**src/design/brf_pkg.sv**
```systemverilog
// brf_pkg: shared types and constants for the byte ring FIFO.
// Used by every file in design/ except brf_ram; depends on nothing.
package brf_pkg;

  localparam int unsigned DataW    = 8;
  localparam int unsigned CapW     = 9;
  // ring never spans more than this many cells, whatever the store depth
  localparam int unsigned MaxCells = 256;

  typedef enum logic [0:0] {
    KindPut = 1'b0,
    KindGet = 1'b1
  } kind_e;

  typedef struct packed {
    kind_e              kind;
    logic [DataW-1:0]   data_in;
  } req_t;

  typedef struct packed {
    logic               ok;
    logic [DataW-1:0]   data_out;
    logic [CapW-1:0]    readable;
    logic [CapW-1:0]    writable;
  } rsp_t;

  // result fields known at accept time; data_out is finished at the top
  typedef struct packed {
    logic               valid;
    logic               ok;
    kind_e              kind;
    logic [DataW-1:0]   put_byte;
    logic [CapW-1:0]    readable;
    logic [CapW-1:0]    writable;
  } meta_t;

endpackage

```
**src/design/brf_ram.sv**
```systemverilog
// brf_ram: generic single-write, single-read RAM with a registered read port.
// Stand-alone; no package needed.
module brf_ram #(
  parameter int unsigned Width = 8,
  parameter int unsigned Depth = 256,
  localparam int unsigned AddrW = (Depth > 1) ? $clog2(Depth) : 1
) (
  input  logic             clk_i,
  input  logic             we_i,
  input  logic [AddrW-1:0] waddr_i,
  input  logic [Width-1:0] wdata_i,
  input  logic             re_i,
  input  logic [AddrW-1:0] raddr_i,
  output logic [Width-1:0] rdata_o
);

  logic [Width-1:0] mem_q [Depth];
  logic [Width-1:0] rdata_q;

  always_ff @(posedge clk_i) begin
    if (we_i) begin
      mem_q[waddr_i] <= wdata_i;
    end
    if (re_i) begin
      rdata_q <= mem_q[raddr_i];
    end
  end

  assign rdata_o = rdata_q;

endmodule

```
**src/design/brf_ctrl.sv**
```systemverilog
// brf_ctrl: ring positions, capacity register, full/empty decisions, counts.
// Drives the store RAM ports; uses brf_pkg.
module brf_ctrl #(
  parameter int unsigned DEPTH = 256,
  localparam int unsigned RamDepth = (DEPTH < brf_pkg::MaxCells) ? DEPTH : brf_pkg::MaxCells,
  localparam int unsigned AddrW = $clog2(RamDepth)
) (
  input  logic                         clk_i,
  input  logic                         rst_ni,
  input  logic                         start_i,
  input  brf_pkg::req_t                req_i,
  input  logic                         cfg_we_i,
  input  logic [brf_pkg::CapW-1:0]     cfg_wdata_i,
  output logic                         ram_we_o,
  output logic [AddrW-1:0]             ram_waddr_o,
  output logic [brf_pkg::DataW-1:0]    ram_wdata_o,
  output logic                         ram_re_o,
  output logic [AddrW-1:0]             ram_raddr_o,
  output brf_pkg::meta_t               meta_o
);

  localparam logic [brf_pkg::CapW-1:0] CapMax = brf_pkg::CapW'(RamDepth);

  logic [brf_pkg::CapW-1:0] cap_q, cap_d;
  logic [brf_pkg::CapW-1:0] wp_q, wp_d;
  logic [brf_pkg::CapW-1:0] rp_q, rp_d;
  logic [brf_pkg::CapW-1:0] cap_new;
  logic [brf_pkg::CapW-1:0] readable, writable;
  logic                     ok;
  brf_pkg::meta_t           meta_q, meta_d;

  // capacity write saturates to 1..CapMax
  always_comb begin
    if (cfg_wdata_i == '0) begin
      cap_new = brf_pkg::CapW'(1);
    end else if (cfg_wdata_i > CapMax) begin
      cap_new = CapMax;
    end else begin
      cap_new = cfg_wdata_i;
    end
  end

  // position update
  always_comb begin
    logic [brf_pkg::CapW-1:0] other;
    logic [brf_pkg::CapW-1:0] moved;
    wp_d  = wp_q;
    rp_d  = rp_q;
    cap_d = cap_q;
    ok    = 1'b0;
    other = '0;
    moved = '0;
    if (cfg_we_i) begin
      cap_d = cap_new;
      wp_d  = '0;
      rp_d  = cap_new;
    end else if (start_i) begin
      if (req_i.kind == brf_pkg::KindPut) begin
        if (wp_q != cap_q) begin
          ok    = 1'b1;
          other = (rp_q == cap_q) ? wp_q : rp_q;
          moved = wp_q + brf_pkg::CapW'(1);
          if (moved == cap_q && other != '0) begin
            moved = '0;
          end
          if (moved == other) begin
            moved = cap_q;
          end
          wp_d = moved;
          rp_d = other;
        end
      end else begin
        if (rp_q != cap_q) begin
          ok    = 1'b1;
          other = (wp_q == cap_q) ? rp_q : wp_q;
          moved = rp_q + brf_pkg::CapW'(1);
          if (moved == cap_q && other != '0) begin
            moved = '0;
          end
          if (moved == other) begin
            moved = cap_q;
          end
          rp_d = moved;
          wp_d = other;
        end
      end
    end
  end

  // counts after the step
  always_comb begin
    if (rp_d == cap_d) begin
      readable = '0;
    end else if (wp_d == cap_d) begin
      readable = cap_d;
    end else if (rp_d < wp_d) begin
      readable = wp_d - rp_d;
    end else begin
      readable = cap_d - rp_d + wp_d;
    end
    if (wp_d == cap_d) begin
      writable = '0;
    end else if (rp_d == cap_d) begin
      writable = cap_d;
    end else if (wp_d < rp_d) begin
      writable = rp_d - wp_d;
    end else begin
      writable = cap_d - wp_d + rp_d;
    end
  end

  always_comb begin
    meta_d          = meta_q;
    meta_d.valid    = start_i && !cfg_we_i;
    if (start_i && !cfg_we_i) begin
      meta_d.ok       = ok;
      meta_d.kind     = req_i.kind;
      meta_d.put_byte = req_i.data_in;
      meta_d.readable = readable;
      meta_d.writable = writable;
    end
  end

  // positions below cap never exceed RamDepth-1, so low bits address the store
  assign ram_we_o    = ok && (req_i.kind == brf_pkg::KindPut);
  assign ram_waddr_o = wp_q[AddrW-1:0];
  assign ram_wdata_o = req_i.data_in;
  assign ram_re_o    = ok && (req_i.kind == brf_pkg::KindGet);
  assign ram_raddr_o = rp_q[AddrW-1:0];

  always_ff @(posedge clk_i or negedge rst_ni) begin
    if (!rst_ni) begin
      cap_q  <= CapMax;
      wp_q   <= '0;
      rp_q   <= CapMax;
      meta_q <= '0;
    end else begin
      cap_q  <= cap_d;
      wp_q   <= wp_d;
      rp_q   <= rp_d;
      meta_q <= meta_d;
    end
  end

  assign meta_o = meta_q;

endmodule

```
**src/design/byte_ring_fifo.sv**
```systemverilog
// byte_ring_fifo: top level of the byte ring FIFO.
// Instantiates brf_ctrl and brf_ram; uses brf_pkg.
//
// Each command (put or get one byte) taken when start_i is high and cfg_we_i
// is low yields exactly one result, strobed on done_o for a single cycle, in
// the cycle after the command edge. A new command may be issued every clock:
// the store RAM read is registered and positions live in registers updated
// at the command edge, so busy_o stays low. Results cannot be held off; the
// receiver must take each beat as it appears. Writing the capacity empties
// the ring; no clearing pass is needed since unread cells are never returned.
module byte_ring_fifo #(
  parameter int unsigned DEPTH = 256
) (
  input  logic                     clk_i,
  input  logic                     rst_ni,
  input  logic                     start_i,
  output logic                     busy_o,
  input  brf_pkg::req_t            req_i,
  output logic                     done_o,
  output brf_pkg::rsp_t            rsp_o,
  input  logic                     cfg_we_i,
  input  logic [brf_pkg::CapW-1:0] cfg_wdata_i
);

  localparam int unsigned RamDepth =
      (DEPTH < brf_pkg::MaxCells) ? DEPTH : brf_pkg::MaxCells;
  localparam int unsigned AddrW = $clog2(RamDepth);

  logic                      ram_we;
  logic [AddrW-1:0]          ram_waddr;
  logic [brf_pkg::DataW-1:0] ram_wdata;
  logic                      ram_re;
  logic [AddrW-1:0]          ram_raddr;
  logic [brf_pkg::DataW-1:0] ram_rdata;
  brf_pkg::meta_t            meta;

  brf_ctrl #(
    .DEPTH (DEPTH)
  ) u_ctrl (
    .clk_i       (clk_i),
    .rst_ni      (rst_ni),
    .start_i     (start_i),
    .req_i       (req_i),
    .cfg_we_i    (cfg_we_i),
    .cfg_wdata_i (cfg_wdata_i),
    .ram_we_o    (ram_we),
    .ram_waddr_o (ram_waddr),
    .ram_wdata_o (ram_wdata),
    .ram_re_o    (ram_re),
    .ram_raddr_o (ram_raddr),
    .meta_o      (meta)
  );

  brf_ram #(
    .Width (brf_pkg::DataW),
    .Depth (RamDepth)
  ) u_store (
    .clk_i   (clk_i),
    .we_i    (ram_we),
    .waddr_i (ram_waddr),
    .wdata_i (ram_wdata),
    .re_i    (ram_re),
    .raddr_i (ram_raddr),
    .rdata_o (ram_rdata)
  );

  assign busy_o = 1'b0;
  assign done_o = meta.valid;

  always_comb begin
    rsp_o.ok       = meta.ok;
    rsp_o.readable = meta.readable;
    rsp_o.writable = meta.writable;
    if (!meta.ok) begin
      rsp_o.data_out = '0;
    end else if (meta.kind == brf_pkg::KindGet) begin
      rsp_o.data_out = ram_rdata;
    end else begin
      rsp_o.data_out = meta.put_byte;
    end
  end

endmodule

```
**config.mk**
```make
export PLATFORM = sky130hd
export DESIGN_NAME = byte_ring_fifo
export DESIGN_NICKNAME = d
export VERILOG_FILES = /design/src/design/brf_pkg.sv /design/src/design/brf_ram.sv /design/src/design/brf_ctrl.sv /design/src/design/byte_ring_fifo.sv
export SDC_FILE = /design/constraint.sdc
export NUM_CORES = 2
export LEC_CHECK = 0
export ABC_CLOCK_PERIOD_IN_PS = 6100
export BUFFER_PORTS_ARGS = -buffer_cell sky130_fd_sc_hd__buf_2
export CAP_MARGIN = 10
export CORE_MARGIN = 5
export CORE_UTILIZATION = 50
export CTS_CLUSTER_DIAMETER = 30
export DETAILED_ROUTE_END_ITERATION = 6
export PLACE_DENSITY = 0.75
export SETUP_SLACK_MARGIN = 0.5
export SLEW_MARGIN = 20
export SYNTH_ARGS = -nofsm -noshare
export SYNTH_HDL_FRONTEND = slang
export SYNTH_SLANG_ARGS = --single-unit
```
**constraint.sdc**
```tcl
create_clock -name clk_i -period 6.1 [get_ports clk_i]
set_input_delay 0.61 -clock clk_i [delete_from_list [all_inputs] [get_ports clk_i]]
set_output_delay 0.61 -clock clk_i [all_outputs]
set_load 0.02 [all_outputs]
```
# After elaboration in Yosys (flattened, before gate mapping)
# Memory sizes are Yosys's and may differ from the RTL's. A register that Yosys moved wholly into a read port is not among the register bits.
# Index checks and enable logic that the tools add are counted.
totals:
  ff_bits: 56
  mem_bits_rw: 2048
  memories: 1
  input_bits: 22
  word_cells: 83
  out_inout_bits: 29
memory_table:
  columns: ["memory", "depth", "width", "rd", "rd_clocked_by_memory_dff", "wr", "line", "text"]
  rows:
  - ["u_store.mem_q", 256, 8, 1, 1, 1, "brf_ram.sv:17", "logic [Width-1:0] mem_q [Depth];"]
op_classes:
  muxes: 42
  n_bitwise: 1
  n_reduce_logical: 9
  order_cmp: 3
  n_eq_ne: 10
  addsub: 8
ops:
  columns: ["cell", "n"]
  rows:
  - ["2-to-1 mux 9 bit", 33]
  - ["== test 9 bit", 8]
  - ["subtractor 9 bit", 4]
  - ["adder 9 x 1 -> 9 bit, second input constant", 2]
  - ["adder 9 bit", 2]
  - ["< comparator 9 bit", 2]
  - ["!= test 9 bit", 2]
  - ["nonzero test 9 bit", 2]
  - ["2-to-1 mux 8 bit", 2]
  - ["> comparator 9 bit, second input constant", 1]
  - ["zero test 9 bit", 1]
  - ["2-to-1 mux 1 bit", 7]
  - ["logical AND 1 bit", 5]
  - ["zero test 1 bit", 1]
  - ["NOT 1 bit", 1]

# Depth between registers and ports, before layout
logic_depth:
  word_depth: 20
  ltp_mapped: 33
  depth_no_buf: 29

# Modules after synthesis
# A second synthesis with hierarchy kept.
hier_totals:
  hier_cells: 4742
  area_unflattened_um2: 87522.7
modules_own_cells:
  columns: ["mod", "area_per_inst_um2", "n_inst", "seq_area_each_um2", "cells_each"]
  rows:
  - ["brf_ram", 79636.4, 1, 61739.2, 3733]
  - ["brf_ctrl", 7733.7, 1, 1403.8, 990]
  - ["byte_ring_fifo", 152.6, 1, 0.0, 19]

# Worst setup path after synthesis
# No wires, ideal clock.
synth_path:
  kind: "register to register"
  start: "register u_ctrl.wp_q[1] (netlist bit)"
  end: "register u_ctrl.meta_q (netlist bit u_ctrl.meta_o[8])"
  required_time_ns: 6.033
  setup_time_ns: 0.067
  period_less_slack_ns: 6.493
  stages_incl_launch_ff: 34
  arrival_ns: 6.426
  slack_ns: -0.393
  path_buffers: 4
  cell_sequence: "dfrtp_1 -> buf_2 -> clkbuf_1 -> inv_1 -> ha_1 -> xor2_1 -> nor3_1 -> o211ai_1 -> nor4_4 -> a21boi_1 -> a211oi_1 -> or4b_1 -> buf_4 -> buf_2 -> mux2i_1 -> a21oi_1 -> a211oi_1 -> a211o_1 -> inv_1 -> ha_1 -> inv_1 -> ha_1 -> fa_1 -> a21o_1 -> a21oi_1 -> o21bai_1 -> a21oi_1 -> o21bai_1 -> a21oi_1 -> xnor2_1 -> xnor2_1 -> a2111o_1 -> o32ai_1 -> a32o_1"
synth_via:
  elab_chain_len: 19
  elab_cells_between_ends: 43
  classes_between: "add/sub: 4; order compare: 1; eq/ne: 7; mux: 27; reduce/logical: 4"
synth_rtl:
  columns: ["element", "line", "text"]
  rows:
  - ["from (decl)", "brf_ctrl.sv:25", "logic [brf_pkg::CapW-1:0] wp_q, wp_d;"]
  - ["from (signal assigned)", "brf_ctrl.sv:139", "wp_q <= wp_d;"]
  - ["adder 9 x 1 -> 9 bit or 2-to-1 mux 9 bit (tied branches)", "brf_ctrl.sv:62, brf_ctrl.sv:61", null]
  - ["== test 9 bit or nonzero test 9 bit (tied branches)", "brf_ctrl.sv:63", "if (moved == cap_q && other != '0) begin"]
  - ["logical AND 1 bit", "brf_ctrl.sv:63", null]
  - ["2-to-1 mux 9 bit", "brf_ctrl.sv:63", null]
  - ["2-to-1 mux 9 bit", "brf_ctrl.sv:59", "if (wp_q != cap_q) begin"]
  - ["2-to-1 mux 9 bit", "brf_ctrl.sv:58", "if (req_i.kind == brf_pkg::KindPut) begin"]
  - ["2-to-1 mux 9 bit", "brf_ctrl.sv:57", "end else if (start_i) begin"]
  - ["2-to-1 mux 9 bit", "brf_ctrl.sv:53", "if (cfg_we_i) begin"]
  - ["(+4 left out)", null, null]
  - ["2-to-1 mux 9 bit *", "brf_ctrl.sv:57", null]
  - ["2-to-1 mux 9 bit *", "brf_ctrl.sv:53", null]
  - ["via u_ctrl.wp_d (one bit)", "brf_ctrl.sv:25", null]
  - ["subtractor 9 bit", "brf_ctrl.sv:108", "writable = cap_d - wp_d + rp_d;"]
  - ["adder 9 bit", "brf_ctrl.sv:108", null]
  - ["2-to-1 mux 9 bit", "brf_ctrl.sv:105", "end else if (wp_d < rp_d) begin"]
  - ["2-to-1 mux 9 bit", "brf_ctrl.sv:103", "end else if (rp_d == cap_d) begin"]
  - ["2-to-1 mux 9 bit *", "brf_ctrl.sv:101", "if (wp_d == cap_d) begin"]
  - ["to (signal assigned)", "brf_ctrl.sv:141", "meta_q <= meta_d;"]
  - ["to (decl)", "brf_ctrl.sv:30", "brf_pkg::meta_t meta_q, meta_d;"]
# Mark *: on every way through the listed nets, which the timed path passes. The rest lies on a longest branch. The select of a mux whose other input is x is not followed.
# A chain may end at the register's enable or synchronous reset.

# Final worst setup path
layout_path:
  start: "register u_ctrl.wp_q[5] (netlist bit)"
  end: "register u_ctrl.meta_q (netlist bit u_ctrl.meta_o[8])"
# The elaborated chain is that of the path after synthesis.

==> flow_metrics.tcl <==
set metrics [dict create \
    finalHoldViolations 0 \
    intPower_w 0.03238 \
    final_util_pct 60.82 \
    wire_per_inst_um 33.33 \
    slew_viol_final 0 \
    dp_hpwl_um 132000 \
    grt_remaining_overflow 0 \
    routed-via-count 48447 \
    drt-initial-drc-count 6861 \
    combPwrFrac_pct 11.3 \
    syn_to_final_growth_pct 21.04 \
    totalWireLength_um 247000 \
    die_x_um 427.9 \
    cts.path.max_buffers 4 \
    avgViaCountPerCell 6.538 \
    grt_use_total_pct 26.71 \
    die-area_sq_mm 0.1831 \
    rows 153 \
    worst_skew_pair.late_latency_ns 0.98 \
    hold_path.class "input pin to register" \
    portBuffers 49 \
    status "finished clean" \
    syn_area_per_cell_sq_um 20.18 \
    path_clk_slew_ns 0.05 \
    synth_edf_count 2056 \
    start_util_pct 50.24 \
    fmax_mhz 166.8 \
    antenna_found_initial 6 \
    synth_cell_types 112 \
    h-tree-depth 5 \
    clock_sinks 2112 \
    maxCapViolCount 0 \
    yosysWarningCount 0 \
    synth_flop_cell "edfxtp_1" \
    endpoint_kind "register" \
    synth_area_sq_mm 0.08734 \
    final_nets 4838 \
    p_switching_w 0.01041 \
    fin_crit_sh_pct 98.30 \
    grt_pass1_wl_um 359400 \
    syn_inst 4328 \
    ios 51 \
    powerDensity_mw_per_mm2 404.7 \
    critical_path_arrival_ns 6.82 \
    max-vdd-ir-drop_v 0.0003150 \
    synth-seq-area-share_pct 72.30 \
    drive_gt1_share_pct 36.10 \
    clock_skew_ns 0.1007 \
    rsz0062_at_grt "true" \
    remaining_drc_errors 0 \
    antenna_left 0 \
    setup_viol 0 \
    clockRootBuffer "clkbuf_16" \
    numCtsBuffers 394 \
    maxSlewHeadroom_pct 11.46 \
    chipHeight_um 427.9 \
    crit_top_cell "a21oi_2" \
    pwr-share-clk_pct 51.1 \
    p_sw_share_pct 24.32 \
    cp-start-kind "register" \
    synth-seq-cells 2112 \
    grt_pass1_vias 49696 \
    period_minus_slack_ns 5.996 \
    synth_nets 4397 \
    cp_max_fo 8 \
    p_leak_nw 34.26 \
    first_pass_iters 6 \
    cp.required_ns 6.92 \
    final.setup.tns_ns 0 \
    seqPwrFrac_pct 37.7 \
    core_area_sq_mm 0.1738 \
    cts_tree "done" \
    grt_max_degree 215 \
    max_stage_delay_ns 0.60 \
    place.gp.congestion 0.9324 \
    crit_type "register to register" \
    tightest_slew_ns 1.328 \
    crit_path_top_delay_cell "dfrtp_1" \
    async_flop_share_pct 2.652 \
]
-- power groups by stage --
stage                     Clock [W]  Sequential (W)  Combinational [W]
after detailed placement          0          0.0164            0.00447
after CTS                    0.0220          0.0161            0.00463
after global routing         0.0228          0.0161            0.00503
after floorplan                   0          0.0163            0.00284
after global placement            0          0.0164            0.00445
final                        0.0218          0.0161            0.00482
-- cell usage after synthesis (9+ instances only) --
cell type | instances | area [sq um]
nand2_1 | 146 | 548.0
mux2i_1 | 27 | 270.3
inv_1 | 68 | 255.2
xnor2_1 | 40 | 350.3
o211ai_1 | 14 | 105.1
o21ai_0 | 44 | 220.2
and2_1 | 9 | 56.30
or3_1 | 9 | 56.30
o22ai_1 | 14 | 87.58
nor2_1 | 329 | 1235
mux4_2 | 680 | 15310
clkbuf_1 | 165 | 619.3
nand2b_1 | 18 | 112.6
nor4_1 | 14 | 87.58
and3_1 | 10 | 62.56
a31oi_1 | 20 | 125.1
buf_1 | 62 | 232.7
ha_1 | 39 | 488.0
nor3_1 | 29 | 145.1
xor2_1 | 29 | 254.0
buf_2 | 25 | 125.1
edfxtp_1 | 2056 | 61740
nand3_1 | 50 | 250.2
buf_4 | 35 | 262.8
a211oi_1 | 16 | 120.1
o21ai_1 | 10 | 50.05
a21oi_1 | 56 | 280.3
o31ai_1 | 11 | 82.58
nor2b_1 | 16 | 100.1
a21o_1 | 10 | 75.07
a32o_1 | 9 | 90.09
dfrtp_1 | 54 | 1351
-- repair_timing --
action	in CTS	in global routing
hold buffers	1	0
setup endpoints to repair	21	26
setup buffers	16	17
resized for setup	55	105
hold endpoints to repair	54	0
pin swaps	26	67
-- final timing paths --
path                                        start                    end  slack, ns  cells after the start
worst min register to register  u_ctrl.meta_o[25]      u_ctrl.meta_o[25]       0.48                      2
worst max-delay path               u_ctrl.wp_q[5]       u_ctrl.meta_o[8]       0.10                     28
worst max register to register     u_ctrl.wp_q[5]       u_ctrl.meta_o[8]       0.10                     28
max in group asynchronous                  rst_ni         u_ctrl.rp_q[4]       4.99                      3
min in group asynchronous                  rst_ni      u_ctrl.meta_o[28]       0.45                      3
worst min-delay path                     req_i[3]  u_store.mem_q[105][3]       0.11                      1
-- area by class of cell --
type	instances	area (sq um)
clock inverters	265	3029
well taps	2325	2909
multi-input cells	1853	23420
diodes	4	10.01
flip-flops and latches	2112	63170
fillers	11441	68110
repair buffers	338	2701
clock buffers	443	10200
inverters	70	272.8
-- metal layers --
| layer | part of all wire, % | track usage, % |
|---|---|---|
| met2 | 49 | 43.03 |
| met1 | 36 | 35.17 |
| met3 | 9.8 | 6.098 |
| met5 | 0.013 | 0 |
| met4 | 5.1 | 12.07 |
-- flip-flops by register name, summed over array words and instances, names as in the netlist --
name	cells
u_store.mem_q	2048
u_ctrl.meta_o	29
u_ctrl.cap_q	9
u_ctrl.rp_q	9
u_ctrl.wp_q	9
u_store.rdata_o	8
-- kinds of logic after synthesis --
family                     Yosys count  synth area share, %
and+or+nand+nor                    695                3.713
buffers and inverters              363                1.784
other                                1             0.004294
DFF                               2112                72.30
muxes                              712                17.92
AOI/OAI and AO/OA                  325                2.741
xor gates and xnor gates            73               0.7965
adders and majority gates           47               0.7421
-- worst max-delay path: cells and delay by family (launching register included) --
kind / cells / cell delay (ns)
xor gates and xnor gates: 3 / 0.53
buffers and inverters: 3 / 0.26
adders and majority gates: 3 / 0.78
muxes: 1 / 0.13
DFF: 1 / 0.60
AOI/OAI and AO/OA: 14 / 2.26
and+or+nand+nor: 4 / 1.35
-- metrics by stage --
step	hold slack (ns)	cells	total power (W)	worst slack, ns	instance area [sq um]
6_report	0.1086	7410	0.04278	0.1039	105700
5_1_grt	0.09101	7407	0.04389	-0.2185	105700
4_1_cts	0.06907	7389	0.04271	0.1231	105100
3_5_place_dp	0.4618	6664	0.02086	-0.09956	91450
3_3_place_gp	0.4573	6664	0.02084	-0.09580	91450
2_1_floorplan	0.3144	4328	0.01918	0.3639	87490
-- placed cells by master (no fill, tap or decap), types with 13 or more instances in the layout --
cell type      n
a31oi_1       19
o22ai_1       13
clkbuf_1      38
a21oi_1       41
mux4_2       680
nor3_1        25
ha_1          22
mux2i_1       23
xor2_1        25
clkinvlp_4    40
bufinv_16     53
buf_2         41
clkinv_1      44
ha_4          14
o21ai_0       34
nand2b_1      17
buf_4        257
nand3_1       45
a21oi_2       13
dfrtp_1       42
o21ai_1       14
nand2_1      138
nor2b_1       15
inv_6         23
nor4_1        13
inv_1         61
clkbuf_8      15
clkbuf_16    398
clkinv_2      61
xnor2_1       35
clkinv_4      34
buf_6         17
edfxtp_1    2056
nor2_1       322
o211ai_1      14
(Power assumes the default switching activity.)
